[src/rtl/iue_pkg.sv]
// ----------------------------------------------------------------------------
// iue_pkg
// shared types and constants of the im2col unfold engine
// ----------------------------------------------------------------------------
package iue_pkg;

   localparam int SEG_LIMIT = 64;

   localparam int DIV_DW = 12;
   localparam int DIV_VW = 10;

   localparam logic OP_LOAD = 1'b0;
   localparam logic OP_EMIT = 1'b1;

   localparam logic [2:0] CFG_KERNEL_WIDTH  = 3'd0;
   localparam logic [2:0] CFG_KERNEL_HEIGHT = 3'd1;
   localparam logic [2:0] CFG_STRIDE_X      = 3'd2;
   localparam logic [2:0] CFG_STRIDE_Y      = 3'd3;
   localparam logic [2:0] CFG_PAD_X         = 3'd4;
   localparam logic [2:0] CFG_PAD_Y         = 3'd5;
   localparam logic [2:0] CFG_IMAGE_WIDTH   = 3'd6;
   localparam logic [2:0] CFG_IMAGE_HEIGHT  = 3'd7;

   typedef struct packed {
      logic              start;
      logic [DIV_DW-1:0] dividend;
      logic [DIV_VW-1:0] divisor;
   } div_req_type;

   typedef struct packed {
      logic              done;
      logic [DIV_DW-1:0] quot;
      logic [DIV_VW-1:0] rem;
   } div_rsp_type;

   typedef enum logic [7:0] {
      ST_IDLE   = 8'b0000_0001,
      ST_DIVW   = 8'b0000_0010,
      ST_DIVH   = 8'b0000_0100,
      ST_CHECK  = 8'b0000_1000,
      ST_DIVK   = 8'b0001_0000,
      ST_DIVR   = 8'b0010_0000,
      ST_ROW    = 8'b0100_0000,
      ST_STREAM = 8'b1000_0000
   } state_type;

endpackage

[src/rtl/iue_div.sv]
// ----------------------------------------------------------------------------
// iue_div
// shared restoring divider, one quotient bit per cycle
// ----------------------------------------------------------------------------
module iue_div
   import iue_pkg::*;
(
   input  logic        clock,
   input  logic        reset,
   input  div_req_type div_req,
   output div_rsp_type div_rsp
);

   localparam int CW = $clog2(DIV_DW);

   logic              busy_ff, busy_in;
   logic              done_ff, done_in;
   logic [CW-1:0]     cnt_ff, cnt_in;
   logic [DIV_DW-1:0] quot_ff, quot_in;
   logic [DIV_VW-1:0] rem_ff, rem_in;
   logic [DIV_VW-1:0] divr_ff, divr_in;
   logic [DIV_VW:0]   trial;

   always_comb begin
      busy_in = busy_ff;
      done_in = 1'b0;
      cnt_in  = cnt_ff;
      quot_in = quot_ff;
      rem_in  = rem_ff;
      divr_in = divr_ff;
      trial   = {rem_ff, quot_ff[DIV_DW-1]};
      if (div_req.start) begin
         busy_in = 1'b1;
         cnt_in  = CW'(DIV_DW - 1);
         quot_in = div_req.dividend;
         rem_in  = '0;
         divr_in = div_req.divisor;
      end else if (busy_ff) begin
         if (trial >= {1'b0, divr_ff}) begin
            rem_in  = DIV_VW'(trial - {1'b0, divr_ff});
            quot_in = {quot_ff[DIV_DW-2:0], 1'b1};
         end else begin
            rem_in  = trial[DIV_VW-1:0];
            quot_in = {quot_ff[DIV_DW-2:0], 1'b0};
         end
         cnt_in = cnt_ff - 1'b1;
         if (cnt_ff == '0) begin
            busy_in = 1'b0;
            done_in = 1'b1;
         end
      end
   end

   always_ff @(posedge clock) begin
      if (reset) begin
         busy_ff <= 1'b0;
         done_ff <= 1'b0;
      end else begin
         busy_ff <= busy_in;
         done_ff <= done_in;
      end
   end

   always_ff @(posedge clock) begin
      cnt_ff  <= cnt_in;
      quot_ff <= quot_in;
      rem_ff  <= rem_in;
      divr_ff <= divr_in;
   end

   assign div_rsp.done = done_ff;
   assign div_rsp.quot = quot_ff;
   assign div_rsp.rem  = rem_ff;

endmodule

[config.mk]
export PLATFORM = sky130hd
export DESIGN_NAME = iue_div
export DESIGN_NICKNAME = d
export VERILOG_FILES = /design/src/rtl/iue_pkg.sv /design/src/rtl/iue_div.sv
export SDC_FILE = /design/constraint.sdc
export NUM_CORES = 1
export LEC_CHECK = 0
export ABC_AREA = 1
export BUFFER_PORTS_ARGS = -buffer_cell sky130_fd_sc_hd__buf_2
export CAP_MARGIN = 40
export CORE_ASPECT_RATIO = 1.1
export CORE_MARGIN = 2
export CORE_UTILIZATION = 54
export DETAILED_ROUTE_END_ITERATION = 10
export GPL_ROUTABILITY_DRIVEN = 0
export PLACE_DENSITY_LB_ADDON = 0.25
export SYNTH_ARGS = -nofsm -noshare
export SYNTH_HDL_FRONTEND = slang
export SYNTH_SLANG_ARGS = --single-unit
[constraint.sdc]
create_clock -name clock -period 2 [get_ports clock]
set_clock_uncertainty 0.1 [all_clocks]
set_input_delay 0.1 -clock clock [delete_from_list [all_inputs] [get_ports clock]]
set_output_delay 0.1 -clock clock [all_outputs]
set_load 0.005 [all_outputs]
== Word level (Yosys, flattened, before mapping) ==
Index checks and enable logic that the tools add are counted.

* Register bits: 38
* Logic and storage cells: 21
* Input bits: 25

* Bitwise gates (word level): 1
* Reduce and logical (&&, ||, !) cells: 3
* Add/sub/neg operators: 2
* $lt $le $gt $ge: 1
* Mux-type cells: 8

{| class="wikitable"
|+ Operators with widths
! cell !! count
|-
| 12-bit 2-to-1 mux || 2
|-
| 11-bit by 10-bit greater-or-equal comparator with 1-bit output || 1
|-
| 10-bit 2-to-1 mux || 1
|-
| 10-bit subtractor || 1
|-
| 1-bit 2-to-1 mux || 5
|-
| 4-bit logical NOT || 1
|-
| 4-bit by 1-bit subtractor with 4-bit output (second input constant) || 1
|-
| 3-bit OR reduction || 1
|-
| 2-bit nonzero test || 1
|-
| 1-bit NOT || 1
|}

== Logic depth before layout (Yosys ltp) ==
Gate-level depths: netlist of the first run.

* Depth in word-level cells: 4
* Gate-level depth with buffers: 14
* Gate-level depth less buffers: 14

== Least setup slack after synthesis of the first run ==
OpenSTA, ideal clock, no wires.

* Kind: register to register
* From: register quot_ff[11]
* To: register rem_ff[8]
* Buffers on the path: 0
* Library setup time: 0.113 ns
* Period minus slack after synthesis: 1.877 ns
* Data arrival time: 1.664 ns
* Data required time: 1.787 ns
* Cell stages (with the launch flop): 15
* Slack: 0.123 ns
* Path through: edfxtp_1 -> inv_1 -> ha_1 -> inv_1 -> fa_1 -> nand3_1 -> nand3_1 -> nand2_1 -> nand2_1 -> nand2_1 -> nand2_1 -> inv_1 -> nand2_1 -> nand3_1 -> nand2_1

* Cells in the longest elaborated chain, start to end: 2
* Elaborated cells on any way between the ends: 3
* Classes of those cells: add/sub: 1; order compare: 1; mux: 1

{| class="wikitable"
|+ Ends and longest elaborated chain
! element !! line !! text
|-
| from (decl) || iue_div.sv:19 || <nowiki>logic [DIV_DW-1:0] quot_ff, quot_in;</nowiki>
|-
| from (signal assigned) || iue_div.sv:66 || <nowiki>quot_ff <= quot_in;</nowiki>
|-
| 10-bit subtractor or 11-bit by 10-bit greater-or-equal comparator with 1-bit output (tied branches) || iue_div.sv:40, iue_div.sv:39 ||
|-
| 10-bit 2-to-1 mux * || iue_div.sv:39 || <nowiki>if (trial >= {1'b0, divr_ff}) begin</nowiki>
|-
| to (signal assigned) || iue_div.sv:67 || <nowiki>rem_ff <= rem_in;</nowiki>
|-
| to (decl) || iue_div.sv:20 || <nowiki>logic [DIV_VW-1:0] rem_ff, rem_in;</nowiki>
|}

Mark *: on every way between the ends. The rest lies on a longest branch, timed or not.
A chain may end at the register's enable or synchronous reset.

== Worst setup path in the final report of the first run ==
Ends and elaborated chain as after synthesis.

==> results of run 1 <==
## synthesized netlist by cell type
master	instances	area share, %
nand2_2	5	1.4
nor2_2	2	0.57
dfxtp_1	16	15
nand2_1	98	17
inv_1	43	7.4
or2_1	1	0.29
nor4_1	1	0.29
nand3_1	20	4.6
fa_1	1	0.92
xnor2_1	2	0.80
buf_4	1	0.34
a31oi_1	1	0.29
xor2_1	2	0.80
o21ai_1	2	0.46
o21ai_2	1	0.40
nand3_2	4	1.8
buf_6	2	1.0
clkbuf_8	1	0.63
clkbuf_1	3	0.52
nand3b_1	5	1.7
nand2_4	1	0.52
nand4_1	1	0.29
a21oi_1	5	1.1
nor2_1	14	2.4
ha_1	11	6.3
nor3_4	1	0.75
a22oi_1	1	0.34
edfxtp_1	22	30
o21ai_0	5	1.1
a21oi_2	2	0.80
## through the flow
stage,std cells,cell area (um2),worst slack [ns]
detailed placement,375,2520,0.0163
floorplan,274,2180,0.123
global placement,375,2520,0.0753
global route,408,2890,-0.0309
finish,408,2890,0.0988
CTS,405,2820,0.0300
## metal layers
metal | global-route usage (%) | vias to the layer above
met1 | 27.0 | 938
met3 | 5.41 | 10
met5 | 0 | -
met2 | 47.5 | 58
li1 | - | 1024
met4 | 10.6 | 0
## state kept, by name, indices dropped and copies added (netlist names)
| signal | count |
|---|---|
| quot_ff | 12 |
| done_ff | 1 |
| rem_ff | 10 |
| busy_ff | 1 |
| cnt_ff | 4 |
| divr_ff | 10 |
## power groups by stage
stage | registers [mW] | clock network (mW) | logic, mW
detailed placement | 0.927 | 0 | 0.301
floorplan | 0.929 | 0 | 0.191
global placement | 0.928 | 0 | 0.294
CTS | 0.911 | 0.513 | 0.335
finish | 0.915 | 0.508 | 0.366
global route | 0.921 | 0.550 | 0.406
## kinds of logic (layout without fill, tap and decap cells)
kind of cell | after synthesis | count (layout) | share of synthesized area (%)
adders and majority gates | 12 | 12 | 7.24
DFF | 38 | 38 | 45.0
AOI/OAI and AO/OA | 17 | 17 | 4.60
buffers and inverters | 50 | 132 | 9.94
and+or+nand+nor | 153 | 153 | 31.6
xor gates and xnor gates | 4 | 4 | 1.61
## worst register-to-register path, cell delays in order, from the launching register on
cell      delay [ns]
edfxtp_1        0.40
inv_2           0.09
ha_1            0.16
inv_1           0.07
fa_2            0.38
nand3_2         0.11
nand3_4         0.09
nand2_2         0.07
nand2_1         0.05
nand2_1         0.06
nand2_1         0.04
inv_1           0.04
nand2_1         0.04
nand3_1         0.06
nand2_1         0.05
## path summary, 6_finish.rpt
kind | startpoint | slack (ns) | end | cells after the start
max | quot_ff[11] | 0.1 | rem_ff[8] | 14
min | div_req[10] | 0.11 | quot_ff[0] | 3
max reg2reg | quot_ff[11] | 0.1 | rem_ff[8] | 14
min reg2reg | cnt_ff[3] | 0.38 | cnt_ff[3] | 1
## what timing repair did
item / CTS / global route
endpoints found under the setup margin: 1 / 10
hold buffers: 22 / 0
pin swaps: 0 / 3
resized for setup: 1 / 9
endpoints found under the hold margin: 23 / 0
buffers inserted: 0 / 3
## layout make-up
class,instances,share of cell area (%)
multi-input combinational,186,35.6
sequential,38,34.0
clock buffer,6,2.51
clock inverter,2,0.303
inverter,43,5.59
tap,52,2.25
timing repair buffer,81,19.7
==> qor.yml, run 1 <==
drtIter0Drc: 110
rows: 24
switchingPower_mw: 0.495
synthesis.nets: 311
clock-root-buffer: "clkbuf_8"
io_buffers: 47
critPathCaptureType: "register"
start_util_pct: 55.8
hpwl_um: 3310
avgSynthCellArea_um2: 7.95
regArea_um2: 981
ys_types: 30
critPathMaxStageDelay_ns: 0.40
cp_data_required_time_ns: 2.09
clk_pin_slew_worst_paths_ns: 0.07
final_cell_mix: "nand2_1, buf_2, inv_1"
path_buf_inv: 3
worstMarginPinSlew_ns: 0.423
m1WireLength_um: 2180
crit_chain: "inv_2, ha_1, inv_1, fa_2, nand3_2, nand3_4, nand2_2, nand2_1, nand2_1, nand2_1, inv_1, nand2_1, nand3_1, nand2_1"
ys_warn_count: 0
layout_min_cycle_time_ns: 1.90
seq_power_share_pct: 51.1
antenna_found_initial: 0
ir_drop_mv: 0.403
route.met3.wl_um: 232
cp_common_cell: "nand2_1"
die_h_um: 70.6
p_clk_share_pct: 28.4
clock_latency_ns: 0.29
grt_max_degree: 17
route.met2.wl_um: 2920
finalCoreUtilization_pct: 74.0
grtUsageTotal_pct: 25.2
crit_arrival_ns: 1.99
switching_share_pct: 27.6
cap_violations: 0
cts_tree: "done"
finalCritPeriodShare_pct: 95.1
power_frac_comb_pct: 20.5
io_pins: 48
cts_buffer_depth: 2
cts_inserted_buffers: 5
status: "complete, no violations"
setup_viol_count_final: 0
hold_violations: 0
startpoint_type: "register"
n_fill_cell: 297
ys_seq_area_share_pct: 45.0
overflow: 0
tns_ns: 0
dr.max_layer_used: "met4"
p_per_area_nw_per_um2: 620
drv_slew: 0
drc: 0
dr.pass1.iters: 4
num_vias: 2030
whs_ns: 0.114
drt_wl_total_um: 5460
diodes: 0
synthCells: 274
antenna_left: 0
final_common_cell: "nand2_1"
internal_power_mw: 1.29
cts_num_sinks: 38
vias_per_cell: 4.98
die_w_um: 64.6
htreeDepth: 2
grt_pass1_vias: 1960
final_nets: 392
drive_above_1_share_pct: 24.4
p_leak_nw: 1.51
grt_pass1_wl_um: 8760
cp_max_fo: 3
netlist_area_um2: 2180
total_power_mw: 1.79
synth-seq-cells: 38
path_class: "reg2reg"
core-area_um2: 3900
max_freq_ghz: 0.526
hold_class: "in2reg"
die-area_um2: 4560
multi_input_area_um2: 1030
cpMaxStageDelayCell: "edfxtp_1"
critPathTopFamily: "simple AND/OR/NAND/NOR gates"
slew_headroom_pct: 71.8
wire_per_inst_um: 13.4
syn_to_final_growth_pct: 32.6
Power figures use the tool's default switching activity.
==> inputs of run 2 (changes only) <==
CAP_MARGIN = unset   (was 40)
CORE_MARGIN = 3   (was 2)
==> run 2 against run 1 <==
Sequential power about the same. Critical path depth down 3. Setup slack worse by 0.016 ns. Count of clock-buffer cells in the layout unchanged. Register-to-register slack worse by 0.02 ns. Hold slack worse by 0.054 ns. Sequential cell count unchanged. Via count up 3.3%. Combinational power up 5%. Non-clock buffer count unchanged. Critical path type unchanged.
==> qor.yml, run 2 (synthesis gave the netlist of run 1 again) <==
p_leak_nw: 1.53
start_util_pct: 57.8
layout_min_cycle_time_ns: 1.92
hold_end: "divr_ff[9]"
reg2reg_depth: 11
post-place-cells: 374
path_class: "reg2reg"
layout.cells.non_filler: 406
drv_slew: 0
die_h_um: 72.6
r2r-start: "divr_ff[3]"
whs_path_depth: 1
drtIter0Drc: 166
design_area_um2: 2960
grt_pass1_wl_um: 8460
max_freq_ghz: 0.522
startpoint_type: "register"
hpwl_um: 3460
critPathCaptureType: "register"
final_common_cell: "nand2_1"
r2r_end: "rem_ff[9]"
cp_data_required_time_ns: 2.10
syn_to_final_growth_pct: 35.7
n_fill_cell: 261
num_vias: 2096
grt_max_degree: 21
largest_reg_flops: 12
clk_pin_slew_worst_paths_ns: 0.08
clock_latency_ns: 0.30
antenna_left: 0
die-area_um2: 4830
ir_drop_mv: 0.473
overflow: 0
worstMarginPinSlew_ns: 0.476
hold_class: "in2reg"
cap_violations: 0
slew_headroom_pct: 68.2
min_from: "div_req[22]"
wire_per_inst_um: 14.0
die_w_um: 66.6
crit_arrival_ns: 2.02
largestRegisters: "quot_ff: 12 flops, divr_ff: 10 flops, rem_ff: 10 flops"
cts_inserted_buffers: 5
hold_violations: 0
critPathMaxStageDelay_ns: 0.40
drt_wl_total_um: 5700
path_buf_inv: 1
core-area_um2: 3770
setup_viol_count_final: 0
cts_tree: "done"
rrSetupSlack_ns: 0.08
cts_buffer_depth: 2
dpl-instance-area_um2: 2510
cpMaxStageDelayCell: "ha_2"
status: "complete, no violations"
finalCritPeriodShare_pct: 95.8
io_buffers: 47
final_nets: 392
max_flop_register: "quot_ff"
finalCoreUtilization_pct: 78.4
rows: 23
dr.pass1.iters: 4
cp_max_fo: 10
diodes: 0
drc: 0
io_pins: 48
drive_above_1_share_pct: 27.8
htreeDepth: 2
critPathTopFamily: "simple AND/OR/NAND/NOR gates"
clock-root-buffer: "clkbuf_8"
final_cell_mix: "nand2_1, buf_2, inv_1"
p_per_area_nw_per_um2: 691
antenna_found_initial: 0
grtUsageTotal_pct: 23.6
crit_chain: "inv_1, ha_2, nand2_2, nor2_2, nand3_2, nand2_2, nand2_4, nand2_4, nand3_1, nand2_1, nand2_1"
cts_num_sinks: 38
grt_pass1_vias: 1921
vias_per_cell: 5.16
==> run 2: cell count changes in the layout (fill, tap and decap cells not counted), moves of 2 or more <==
| cell | change |
|---|---|
| ha_1 | -4 |
| nand2_1 | -2 |
| nand2_2 | +2 |
| nor2_1 | -2 |
| ha_2 | +3 |
==> run 2: worst max-delay path by stage <==
stage,slack (ns),startpoint,endpoint,cells past startpoint
final,0.08,divr_ff[3],rem_ff[9],11
after global placement,0.08,quot_ff[11],rem_ff[8],14
after floorplan,0.12,quot_ff[11],rem_ff[8],14
after detailed placement,0.02,quot_ff[11],rem_ff[8],14
after CTS,0.03,quot_ff[11],rem_ff[8],14
after global routing,-0.01,quot_ff[11],rem_ff[8],14
==> run 2: per-layer routing <==
| metal | vias to the layer above | track usage (%) | share of wire (%) | routed length (um) |
|---|---|---|---|---|
| li1 | 1025 | - | - | - |
| met1 | 960 | 28.1 | 39 | 2220 |
| met2 | 85 | 40.6 | 51 | 2900 |
| met3 | 26 | 5.55 | 6.2 | 356 |
| met4 | 0 | 9.26 | 4.1 | 231 |
| met5 | - | 0 | 0 | 0 |
==> run 2: final cells by class <==
cell class              instances  area (um2)  share of cell area [%]
multi-input cells             186        1060                    35.9
flip-flops and latches         38         981                    33.2
repair buffers                 81         558                    18.9
inverters                      43         161                    5.46
clock buffers                   6        93.8                    3.17
well taps                      50        62.6                    2.12
clock inverters                 2        38.8                    1.31
==> run 2: worst register-to-register path, cell delays in order (launching register included) <==
cell and delay (ns):
edfxtp_1 0.32, inv_1 0.05, ha_2 0.40, nand2_2 0.10
nor2_2 0.10, nand3_2 0.10, nand2_2 0.12, nand2_4 0.12
nand2_4 0.15, nand3_1 0.13, nand2_1 0.09, nand2_1 0.04
==> run 2: stage by stage <==
stage / hold WS, ns / power, mW / setup slack [ns] / setup TNS, ns
floorplan: 0.0691 / 1.12 / 0.123 / 0
global placement: 0.175 / 1.23 / 0.0846 / 0
detailed placement: 0.178 / 1.24 / 0.0244 / 0
CTS: 0.0449 / 2.01 / 0.0340 / 0
global route: 0.0530 / 2.12 / -0.0110 / -0.0129
finish: 0.0600 / 2.04 / 0.0831 / 0
==> run 2: report_power, final <==
group	switching, mW	leakage (nW)	total, mW	internal (mW)
Sequential	0.0282	0.351	0.914	0.886
Combinational	0.207	1.11	0.384	0.177
Clock	0.295	0.0665	0.745	0.450
Total	0.531	1.53	2.04	1.51
==> run 2: repair_timing <==
item / in CTS / in global routing
pin swaps: 0 / 6
hold buffers: 22 / 0
endpoints found under the hold margin: 23 / 0
setup endpoints to repair: 1 / 10
resized for setup: 1 / 20
buffers inserted: 0 / 2
==> inputs of run 3 (changes only) <==
SETUP_SLACK_MARGIN = 0.2   (was unset)
==> run 3 against run 2 <==
Critical path depth is 2 higher. Hold slack improved by 0.0072 ns. Clock power fell by 27%. Die area unchanged. Sequential cell count did not move. Routed wire length up 18%. Critical endpoint unchanged. Critical path type unchanged. Largest power group unchanged.
==> qor.yml, run 3 (synthesis gave the netlist of run 1 again) <==
final_cell_mix: "nand2_1, buf_2, inv_1"
drt_wl_total_um: 6750
grt_pass1_vias: 2121
cts_tree: "done"
internal_power_mw: 1.34
final_nets: 401
antenna_found_initial: 0
drv_slew: 0
setup_viol_count_final: 0
htreeDepth: 2
dr.pass1.iters: 5
slew_headroom_pct: 63.3
clock-root-buffer: "clkbuf_8"
wire_per_inst_um: 16.3
io_pins: 48
route.met2.wl_um: 3450
critPathCaptureType: "register"
status: "complete, no violations"
cp_data_required_time_ns: 2.10
antenna_left: 0
hpwl_um: 3530
layout.cells.non_filler: 415
p_leak_nw: 1.54
finalCoreUtilization_pct: 83.3
grt_max_degree: 28
die_w_um: 66.6
num_vias: 2280
syn_to_final_growth_pct: 44.2
die_h_um: 72.6
cp_max_fo: 4
switchingPower_mw: 0.580
io_buffers: 47
die-area_um2: 4830
p_clk_share_pct: 28.2
design_area_um2: 3140
start_util_pct: 57.8
vias_per_cell: 5.49
cts_num_sinks: 38
finalCritPeriodShare_pct: 93.8
hold_class: "in2reg"
cts_buffer_depth: 2
ir_drop_mv: 0.468
clk_pin_slew_worst_paths_ns: 0.07
diodes: 0
dr.max_layer_used: "met4"
post-place-cells: 371
drtIter0Drc: 298
power_frac_comb_pct: 23.8
rsz0062_at_grt: "yes"
dpl-instance-area_um2: 2490
clock_latency_ns: 0.31
switching_share_pct: 30.2
max_flop_register: "quot_ff"
largestRegisters: "quot_ff: 12 flops, divr_ff: 10 flops, rem_ff: 10 flops"
p_per_area_nw_per_um2: 612
crit_arrival_ns: 1.98
drive_above_1_share_pct: 34.8
tns_ns: 0
startpoint_type: "register"
drc: 0
cap_violations: 0
worstMarginPinSlew_ns: 0.551
layout_min_cycle_time_ns: 1.88
hold_violations: 0
largest_reg_flops: 12
m1WireLength_um: 2550
rows: 23
max_freq_ghz: 0.533
route.met3.wl_um: 438
grtUsageTotal_pct: 26.0
seq_power_share_pct: 48.0
path_class: "reg2reg"
final_common_cell: "nand2_1"
overflow: 0
core-area_um2: 3770
cts_inserted_buffers: 5
grt_pass1_wl_um: 9450
## run 3: layout make-up
cell class | count | area (um2)
multi-input combinational | 187 | 1210
sequential | 38 | 985
timing repair buffer | 89 | 638
fill | 232 | 628
inverter | 43 | 164
clock buffer | 5 | 68.8
tap | 50 | 62.6
clock inverter | 3 | 16.3
## run 3: per-layer routing
metal / GRT usage [%] / vias up
li1: - / 1052
met1: 29.0 / 1063
met2: 46.8 / 135
met3: 4.47 / 30
met4: 12.9 / 0
met5: 0 / -
## run 3: timing repair
action	CTS	global route
hold buffers	22	0
setup buffers	7	6
pin swaps	9	13
gates resized for setup	23	24
endpoints found under the hold margin	23	0
cloned	1	0
setup endpoints to repair	11	11
## run 3: per-stage QoR
stage	setup WS, ns	power [mW]	hold WS (ns)
global placement	0.0762	1.22	0.170
global route	0.0561	2.01	0.0553
finish	0.124	1.92	0.0672
CTS	0.112	1.83	0.0500
detailed placement	0.0482	1.23	0.175
floorplan	0.206	1.12	0.0691
## run 3: worst max-delay path, stage by stage, from the launching register on
cell      delay [ns]
edfxtp_1        0.40
inv_2           0.10
ha_4            0.21
nand2_2         0.09
nor2_4          0.05
inv_1           0.08
nor2_2          0.05
nor2_4          0.19
buf_6           0.14
nand3_1         0.07
nand2_1         0.09
inv_1           0.06
nand2_1         0.08
nand2_1         0.05
## run 3: final timing paths
path	endpoint	slack (ns)	start	cells past startpoint
setup / recovery	rem_ff[9]	0.12	divr_ff[4]	13
setup reg to reg	rem_ff[9]	0.12	divr_ff[4]	13
hold reg to reg	rem_ff[7]	0.39	rem_ff[7]	2
hold / removal	quot_ff[0]	0.07	div_req[10]	3
## run 3: power groups by stage
stage	combinational, mW	sequential (mW)	clock (mW)
6_report	0.458	0.922	0.543
3_5_place_dp	0.301	0.931	0
5_1_grt	0.493	0.926	0.587
4_1_cts	0.390	0.915	0.528
3_3_place_gp	0.294	0.928	0
2_1_floorplan	0.192	0.930	0
